<file path="src/hdl/skvt_pkg.sv">
// Shared constants, types and codes for the small key/value table.
package skvt_pkg;

   localparam int CAPACITY   = 256;
   localparam int KEY_BITS   = 32;
   localparam int VALUE_BITS = 32;
   localparam int ADDR_BITS  = (CAPACITY > 1) ? $clog2(CAPACITY) : 1;
   localparam int CNT_BITS   = $clog2(CAPACITY + 1);

   localparam int CMD_FIELD_BITS   = 3;
   localparam int KEY_FIELD_BITS   = 32;
   localparam int VALUE_FIELD_BITS = 32;
   localparam int INDEX_FIELD_BITS = 8;
   localparam int COUNT_FIELD_BITS = 9;

   typedef enum logic [CMD_FIELD_BITS-1:0] {
      CMD_INSERT    = 3'd0,
      CMD_UPDATE    = 3'd1,
      CMD_UPSERT    = 3'd2,
      CMD_ERASE     = 3'd3,
      CMD_GET_KEY   = 3'd4,
      CMD_GET_INDEX = 3'd5
   } cmd_type;

   typedef enum logic [2:0] {
      ST_IDLE,
      ST_SEARCH,
      ST_ERASE_WR,
      ST_INDEX_CAP,
      ST_DONE
   } state_type;

   typedef struct packed {
      logic [KEY_BITS-1:0]   key;
      logic [VALUE_BITS-1:0] value;
   } entry_type;

   typedef struct packed {
      logic                 wr_en;
      logic [ADDR_BITS-1:0] wr_addr;
      entry_type            wr_data;
      logic                 rd_en;
      logic [ADDR_BITS-1:0] rd_addr;
   } ram_req_type;

   typedef struct packed {
      logic                        ok;
      logic [KEY_FIELD_BITS-1:0]   key_out;
      logic [VALUE_FIELD_BITS-1:0] value_out;
      logic [COUNT_FIELD_BITS-1:0] count;
   } result_type;

endpackage

</file>
<file path="src/hdl/skvt_ctrl.sv">
// Command sequencer: linear key search, read-modify-write of the slot RAM, entry count.
module skvt_ctrl (
   input  logic                                    clock,
   input  logic                                    reset,
   input  logic                                    start,
   input  logic [skvt_pkg::CMD_FIELD_BITS-1:0]     req_command,
   input  logic [skvt_pkg::KEY_FIELD_BITS-1:0]     req_key,
   input  logic [skvt_pkg::VALUE_FIELD_BITS-1:0]   req_value,
   input  logic [skvt_pkg::INDEX_FIELD_BITS-1:0]   req_index,
   output logic                                    ready,
   output logic                                    done,
   input  logic                                    taken,
   output skvt_pkg::result_type                    result,
   output skvt_pkg::ram_req_type                   ram_req,
   input  skvt_pkg::entry_type                     ram_rd_data
);
   import skvt_pkg::*;

   state_type              state_ff, state_in;
   cmd_type                cmd_ff, cmd_in;
   logic [KEY_BITS-1:0]    key_ff, key_in;
   logic [VALUE_BITS-1:0]  value_ff, value_in;
   logic [INDEX_FIELD_BITS-1:0] index_ff, index_in;
   logic [CNT_BITS-1:0]    count_ff, count_in;
   logic [CNT_BITS-1:0]    ptr_ff, ptr_in;
   logic                   chk_valid_ff, chk_valid_in;
   logic [ADDR_BITS-1:0]   chk_addr_ff, chk_addr_in;
   logic [ADDR_BITS-1:0]   slot_ff, slot_in;
   logic                   res_ok_ff, res_ok_in;
   logic [KEY_BITS-1:0]    res_key_ff, res_key_in;
   logic [VALUE_BITS-1:0]  res_value_ff, res_value_in;

   logic match;
   logic issue;
   logic full;
   logic index_hit;

   assign match     = chk_valid_ff && (ram_rd_data.key == key_ff);
   assign issue     = ptr_ff < count_ff;
   assign full      = (32'(count_ff) == CAPACITY);
   assign index_hit = 32'(index_ff) < 32'(count_ff);

   always_ff @(posedge clock) begin
      if (reset) begin
         state_ff     <= ST_IDLE;
         count_ff     <= '0;
         chk_valid_ff <= 1'b0;
      end else begin
         state_ff     <= state_in;
         count_ff     <= count_in;
         chk_valid_ff <= chk_valid_in;
      end
   end

   always_ff @(posedge clock) begin
      cmd_ff       <= cmd_in;
      key_ff       <= key_in;
      value_ff     <= value_in;
      index_ff     <= index_in;
      ptr_ff       <= ptr_in;
      chk_addr_ff  <= chk_addr_in;
      slot_ff      <= slot_in;
      res_ok_ff    <= res_ok_in;
      res_key_ff   <= res_key_in;
      res_value_ff <= res_value_in;
   end

   // Next state
   always_comb begin
      state_in = state_ff;
      case (state_ff)
         ST_IDLE: begin
            if (start) begin
               case (req_command)
                  CMD_INSERT, CMD_UPDATE, CMD_UPSERT, CMD_ERASE, CMD_GET_KEY:
                     state_in = ST_SEARCH;
                  CMD_GET_INDEX: state_in = ST_INDEX_CAP;
                  default:       state_in = ST_DONE;
               endcase
            end
         end
         ST_SEARCH: begin
            if (match) begin
               state_in = (cmd_ff == CMD_ERASE) ? ST_ERASE_WR : ST_DONE;
            end else if (!issue) begin
               state_in = ST_DONE;
            end
         end
         ST_ERASE_WR:  state_in = ST_DONE;
         ST_INDEX_CAP: state_in = ST_DONE;
         ST_DONE: begin
            if (taken) begin
               state_in = ST_IDLE;
            end
         end
         default: state_in = ST_IDLE;
      endcase
   end

   // Datapath and outputs
   always_comb begin
      cmd_in       = cmd_ff;
      key_in       = key_ff;
      value_in     = value_ff;
      index_in     = index_ff;
      count_in     = count_ff;
      ptr_in       = ptr_ff;
      chk_valid_in = 1'b0;
      chk_addr_in  = chk_addr_ff;
      slot_in      = slot_ff;
      res_ok_in    = res_ok_ff;
      res_key_in   = res_key_ff;
      res_value_in = res_value_ff;
      ram_req      = '0;
      ready        = 1'b0;
      done         = 1'b0;

      case (state_ff)
         ST_IDLE: begin
            ready = 1'b1;
            if (start) begin
               cmd_in       = cmd_type'(req_command);
               key_in       = req_key[KEY_BITS-1:0];
               value_in     = req_value[VALUE_BITS-1:0];
               index_in     = req_index;
               ptr_in       = '0;
               res_ok_in    = 1'b0;
               res_key_in   = '0;
               res_value_in = '0;
               if (req_command == CMD_GET_INDEX) begin
                  ram_req.rd_en   = 1'b1;
                  ram_req.rd_addr = ADDR_BITS'(req_index);
               end
            end
         end
         ST_SEARCH: begin
            if (match) begin
               case (cmd_ff)
                  CMD_UPDATE, CMD_UPSERT: begin
                     ram_req.wr_en         = 1'b1;
                     ram_req.wr_addr       = chk_addr_ff;
                     ram_req.wr_data.key   = key_ff;
                     ram_req.wr_data.value = value_ff;
                     res_ok_in             = 1'b1;
                  end
                  CMD_ERASE: begin
                     // fetch the last pair to fill the hole
                     slot_in         = chk_addr_ff;
                     ram_req.rd_en   = 1'b1;
                     ram_req.rd_addr = ADDR_BITS'(count_ff - 1'b1);
                  end
                  CMD_GET_KEY: begin
                     res_ok_in    = 1'b1;
                     res_value_in = ram_rd_data.value;
                  end
                  default: res_ok_in = 1'b0;
               endcase
            end else if (!issue) begin
               if ((cmd_ff == CMD_INSERT || cmd_ff == CMD_UPSERT) && !full) begin
                  ram_req.wr_en         = 1'b1;
                  ram_req.wr_addr       = ADDR_BITS'(count_ff);
                  ram_req.wr_data.key   = key_ff;
                  ram_req.wr_data.value = value_ff;
                  count_in              = count_ff + 1'b1;
                  res_ok_in             = 1'b1;
               end
            end else begin
               // advance the read pointer, compare in the next cycle
               ram_req.rd_en   = 1'b1;
               ram_req.rd_addr = ptr_ff[ADDR_BITS-1:0];
               ptr_in          = ptr_ff + 1'b1;
               chk_valid_in    = 1'b1;
               chk_addr_in     = ptr_ff[ADDR_BITS-1:0];
            end
         end
         ST_ERASE_WR: begin
            ram_req.wr_en   = 1'b1;
            ram_req.wr_addr = slot_ff;
            ram_req.wr_data = ram_rd_data;
            count_in        = count_ff - 1'b1;
            res_ok_in       = 1'b1;
         end
         ST_INDEX_CAP: begin
            if (index_hit) begin
               res_ok_in    = 1'b1;
               res_key_in   = ram_rd_data.key;
               res_value_in = ram_rd_data.value;
            end
         end
         ST_DONE: done = 1'b1;
         default: ready = 1'b0;
      endcase
   end

   assign result.ok        = res_ok_ff;
   assign result.key_out   = KEY_FIELD_BITS'(res_key_ff);
   assign result.value_out = VALUE_FIELD_BITS'(res_value_ff);
   assign result.count     = COUNT_FIELD_BITS'(count_ff);

endmodule

</file>
<file path="config.mk">
export PLATFORM = sky130hd
export DESIGN_NAME = skvt_ctrl
export DESIGN_NICKNAME = d
export VERILOG_FILES = /design/src/hdl/skvt_pkg.sv /design/src/hdl/skvt_ctrl.sv
export SDC_FILE = /design/constraint.sdc
export NUM_CORES = 1
export LEC_CHECK = 0
export BUFFER_PORTS_ARGS = -buffer_cell sky130_fd_sc_hd__buf_2
export CAP_MARGIN = 10
export CORE_MARGIN = 2
export CORE_UTILIZATION = 45
export DETAILED_ROUTE_END_ITERATION = 7
export HOLD_SLACK_MARGIN = 0.02
export PLACE_DENSITY = 0.81
export SETUP_SLACK_MARGIN = 0.5
export SYNTH_ARGS = -nofsm -noshare
export SYNTH_HDL_FRONTEND = slang
export SYNTH_SLANG_ARGS = --single-unit
</file>
<file path="constraint.sdc">
create_clock -name clock -period 3.4 [get_ports clock]
set_clock_uncertainty 0.15 [all_clocks]
set_input_delay 0.51 -clock clock [delete_from_list [all_inputs] [get_ports clock]]
set_output_delay 0.51 -clock clock [all_outputs]
set_load 0.02 [all_outputs]
</file>
==> impl_metrics.toml <==
[status]
status = "finished, violations left"
violations = "setup timing"

[yosys]
synth_mux_area_share_pct = 0.1331
netlist_top_cells_area = "edfxtp_1 (59%), a22o_1 (6.6%), xnor2_1 (3.8%), dfxtp_1 (3.1%), and3_1 (2.8%)"
synth-main-ff-cell = "edfxtp_1"
synthAdderAreaFrac_pct = 2.662
async_flop_share_pct = 0
yosysTopAreaCell = "edfxtp_1"
netlist_instances = 663
yosysWarnings = 0
syn-num-nets = 824
yosysSeqAreaShare_pct = 61.64
synth_top_family_by_area = "simple AND/OR/NAND/NOR gates"
yosys.area.top_type_share_pct = 58.56
synthSimpleGateAreaFrac_pct = 15.05
netlist_area_um2 = 8461
synth-xor-area-share_pct = 4.555
synth-edff-count = 165
synth.distinct_cells = 55
ys_seq_elements = 178
synth-compound-area-share_pct = 11.73
avgSynthCellArea_um2 = 12.76

[timing]
tns_ns = -8.402
finalCritPeriodShare_pct = 105.6
rsz0062_at_grt = "true"
report.final.slew_viol_count = 0
max_freq_mhz = 278.6
maxSlewHeadroom_pct = 60.04
worstMarginPinSlew_ns = 0.5995
hold_viol = 0
setup_viol = 75
min_period_ns = 3.590
setup_slack_ns = -0.1900

[routing]
dr_wl_met3_um = 2066
routed.top_layer = "met4"
vias = 7192
via_per_inst = 5.632
met2_length_um = 14430
drtPass1Iterations = 5
drc = 0
wl_um = 27710
ant_nets = 0
drtIter0Drc = 549
wire_per_inst_um = 21.70
m1WireLength_um = 10490

[clock_tree]
cts_tree = "built"
cts_hold_buf = 0
htree_levels = 4
clk_path_buf_depth = 2
clock_sinks = 178
clk_pin_slew_ns = 0.07
root_buffer = "clkbuf_16"
numCtsBuffers = 17
clk_latency_ns = 0.43

[placed_design]
gp_congestion = 0.8850
dp_hpwl_um = 18560
port_buffers = 300
placed_area_um2 = 10860
post-place-cells = 1197

[critical_path]
cp.arrival_ns = 2.93
startpoint_type = "flop"
crit_type = "flop to output pin"
end_kind = "output pin"
startpoint = "count_ff[0]"
regToRegStartpoint = "key_ff[12]"
crit_fanout = 7
cp_data_required_time_ns = 2.74

[floorplan]
die_area_um2 = 19910
ios = 301
start_util_pct = 45.54
die_h_um = 141.1
die_w_um = 141.1
fp-row-count = 50
coreArea_um2 = 18580

[power_and_ir_drop]
ir_worst_vdd_mv = 0.3148
p_sw_share_pct = 28.75
p_per_area_nw_per_um2 = 469.6
power_mw = 5.904
leakagePower_nw = 5.565
internal-power_mw = 4.206
pwr-share-clk_pct = 31.3
combPwrFrac_pct = 21.8
switchingPower_mw = 1.697
pwr-share-seq_pct = 46.9

[global_route]
grt_pass1_wl_um = 40060
grt_pass1_vias = 7031
grt_max_degree = 77
overflow = 0
grtUsageTotal_pct = 26.57
grt_antenna_before_repair = 2

[finish]
nFillCells = 1244
finalNetCount = 1191
design_area_um2 = 12570
area_growth_pct = 48.61
drive_above_1_share_pct = 50.43
fin_cells = 1277

[run]
drv_cap = 0

[min_path]
hp-start = "req_value[27]"
holdCritPathClass = "input port to flop"
==> synthesized netlist by cell type, types with 2 or more instances <==
| library cell | number |
|---|---|
| a21o_1 | 7 |
| nand2_1 | 51 |
| nor4_1 | 8 |
| a22oi_1 | 7 |
| ha_1 | 18 |
| nor3_1 | 14 |
| and2_1 | 35 |
| clkbuf_1 | 26 |
| buf_2 | 4 |
| dfxtp_1 | 13 |
| nand3_1 | 14 |
| xnor2_1 | 37 |
| a22o_1 | 64 |
| a21oi_1 | 10 |
| nor2_1 | 28 |
| xor2_1 | 7 |
| nand2b_1 | 16 |
| and4_1 | 2 |
| or2b_1 | 2 |
| or3_1 | 4 |
| edfxtp_1 | 165 |
| nand4_1 | 12 |
| o2111ai_1 | 4 |
| o211ai_1 | 10 |
| and3_1 | 38 |
| a31oi_1 | 4 |
| o21ai_0 | 5 |
| buf_12 | 6 |
| inv_1 | 26 |
==> per-layer routing <==
layer  GRT usage, %  vias to the layer above
met5              0                        -
met4          9.526                        0
met3          7.099                       63
met2          45.50                      381
met1          32.42                     3503
li1               -                     3245
==> worst paths after layout <==
check             slack [ns]  depth (start not counted)               end
setup reg to reg        0.13                         14  res_value_ff[13]
hold reg to reg         0.30                          0        slot_ff[7]
hold / removal          0.10                          1      value_ff[27]
setup / recovery       -0.19                         12       ram_req[24]
==> cells by family after synthesis <==
logic type,Yosys count
simple gates,234
flops,178
compound gates,123
buf+inv,65
xor+xnor,44
fa+ha+maj,18
mux,1
==> power groups by stage <==
stage	Sequential [mW]	Combinational, mW	Clock, mW
final	2.77	1.28	1.85
after detailed placement	2.82	1.03	0
after CTS	2.77	1.19	1.88
after global routing	2.79	1.36	1.97
after floorplan	2.93	0.458	0
after global placement	2.81	1.01	0
==> cell usage in the layout (no fill, tap or decap), types with 4 or more instances in the layout <==
master     count
nand2b_1      15
and3_1        36
nor2_1        25
ha_1          15
dfxtp_1        4
clkbuf_16     19
xnor2_1       27
nor4_1         5
o21ai_0        4
nand2_1       48
buf_4         72
nor3_1        12
a21o_1         7
o2111ai_1      4
dfxtp_2        4
nand3_1       13
and2_1        34
a22o_1        14
xnor2_2       10
buf_12         7
inv_1         23
a22oi_2        7
xor2_1         7
edfxtp_1     165
buf_2        233
nand4_1       12
a31oi_1        4
a21oi_1       10
a22o_4        50
buf_6         67
dfxtp_4        5
o211ai_1      10
==> repair_timing <==
item                       4_1_cts  5_1_grt
setup endpoints to repair      114      165
gates resized for setup        121       69
gates cloned                     4        2
pin swaps                       21       23
buffers inserted                27       15
==> layout make-up <==
cell class              instances  area, um2  area share, %
repair buffers                385       2749          21.86
clock inverters                13      113.9         0.9056
clock buffers                  17      425.4          3.383
repair inverters                1      11.26        0.08956
flip-flops and latches        178       5239          41.67
well taps                     234      292.8          2.329
multi-input cells             420       3625          28.83
diodes                          2      5.005        0.03980
inverters                      27      112.6         0.8956
==> through the flow <==
step | utilization [%] | setup slack (ns) | hold WS, ns
2_1_floorplan | - | 0.5001 | 0.2764
3_3_place_gp | 58.45 | 0.04515 | 0.2812
3_5_place_dp | 58.45 | -0.0004228 | 0.2840
4_1_cts | 65.41 | -0.1494 | 0.08167
5_1_grt | 67.67 | -0.3776 | 0.08314
6_report | 67.67 | -0.1900 | 0.1040
==> worst max-delay path: stages, from the launching register on <==
cell and delay [ns]:
dfxtp_2 0.32, inv_1 0.15, ha_4 0.18, nor3b_4 0.21, nand3_2 0.13, o41ai_4 0.37, nor3_4 0.09, and2_4 0.17
nand2b_4 0.21, buf_12 0.16, clkbuf_16 0.15, a22o_1 0.20, buf_6 0.14
==> flip-flops by register name (all words and copies together) (netlist names) <==
register	flops
chk_addr_ff	8
chk_valid_ff	1
cmd_ff	3
count_ff	9
index_ff	8
key_ff	32
ptr_ff	9
res_key_ff	32
res_ok_ff	1
res_value_ff	32
slot_ff	8
state_ff	3
value_ff	32
No activity file was read; power rests on OpenSTA's default activity.
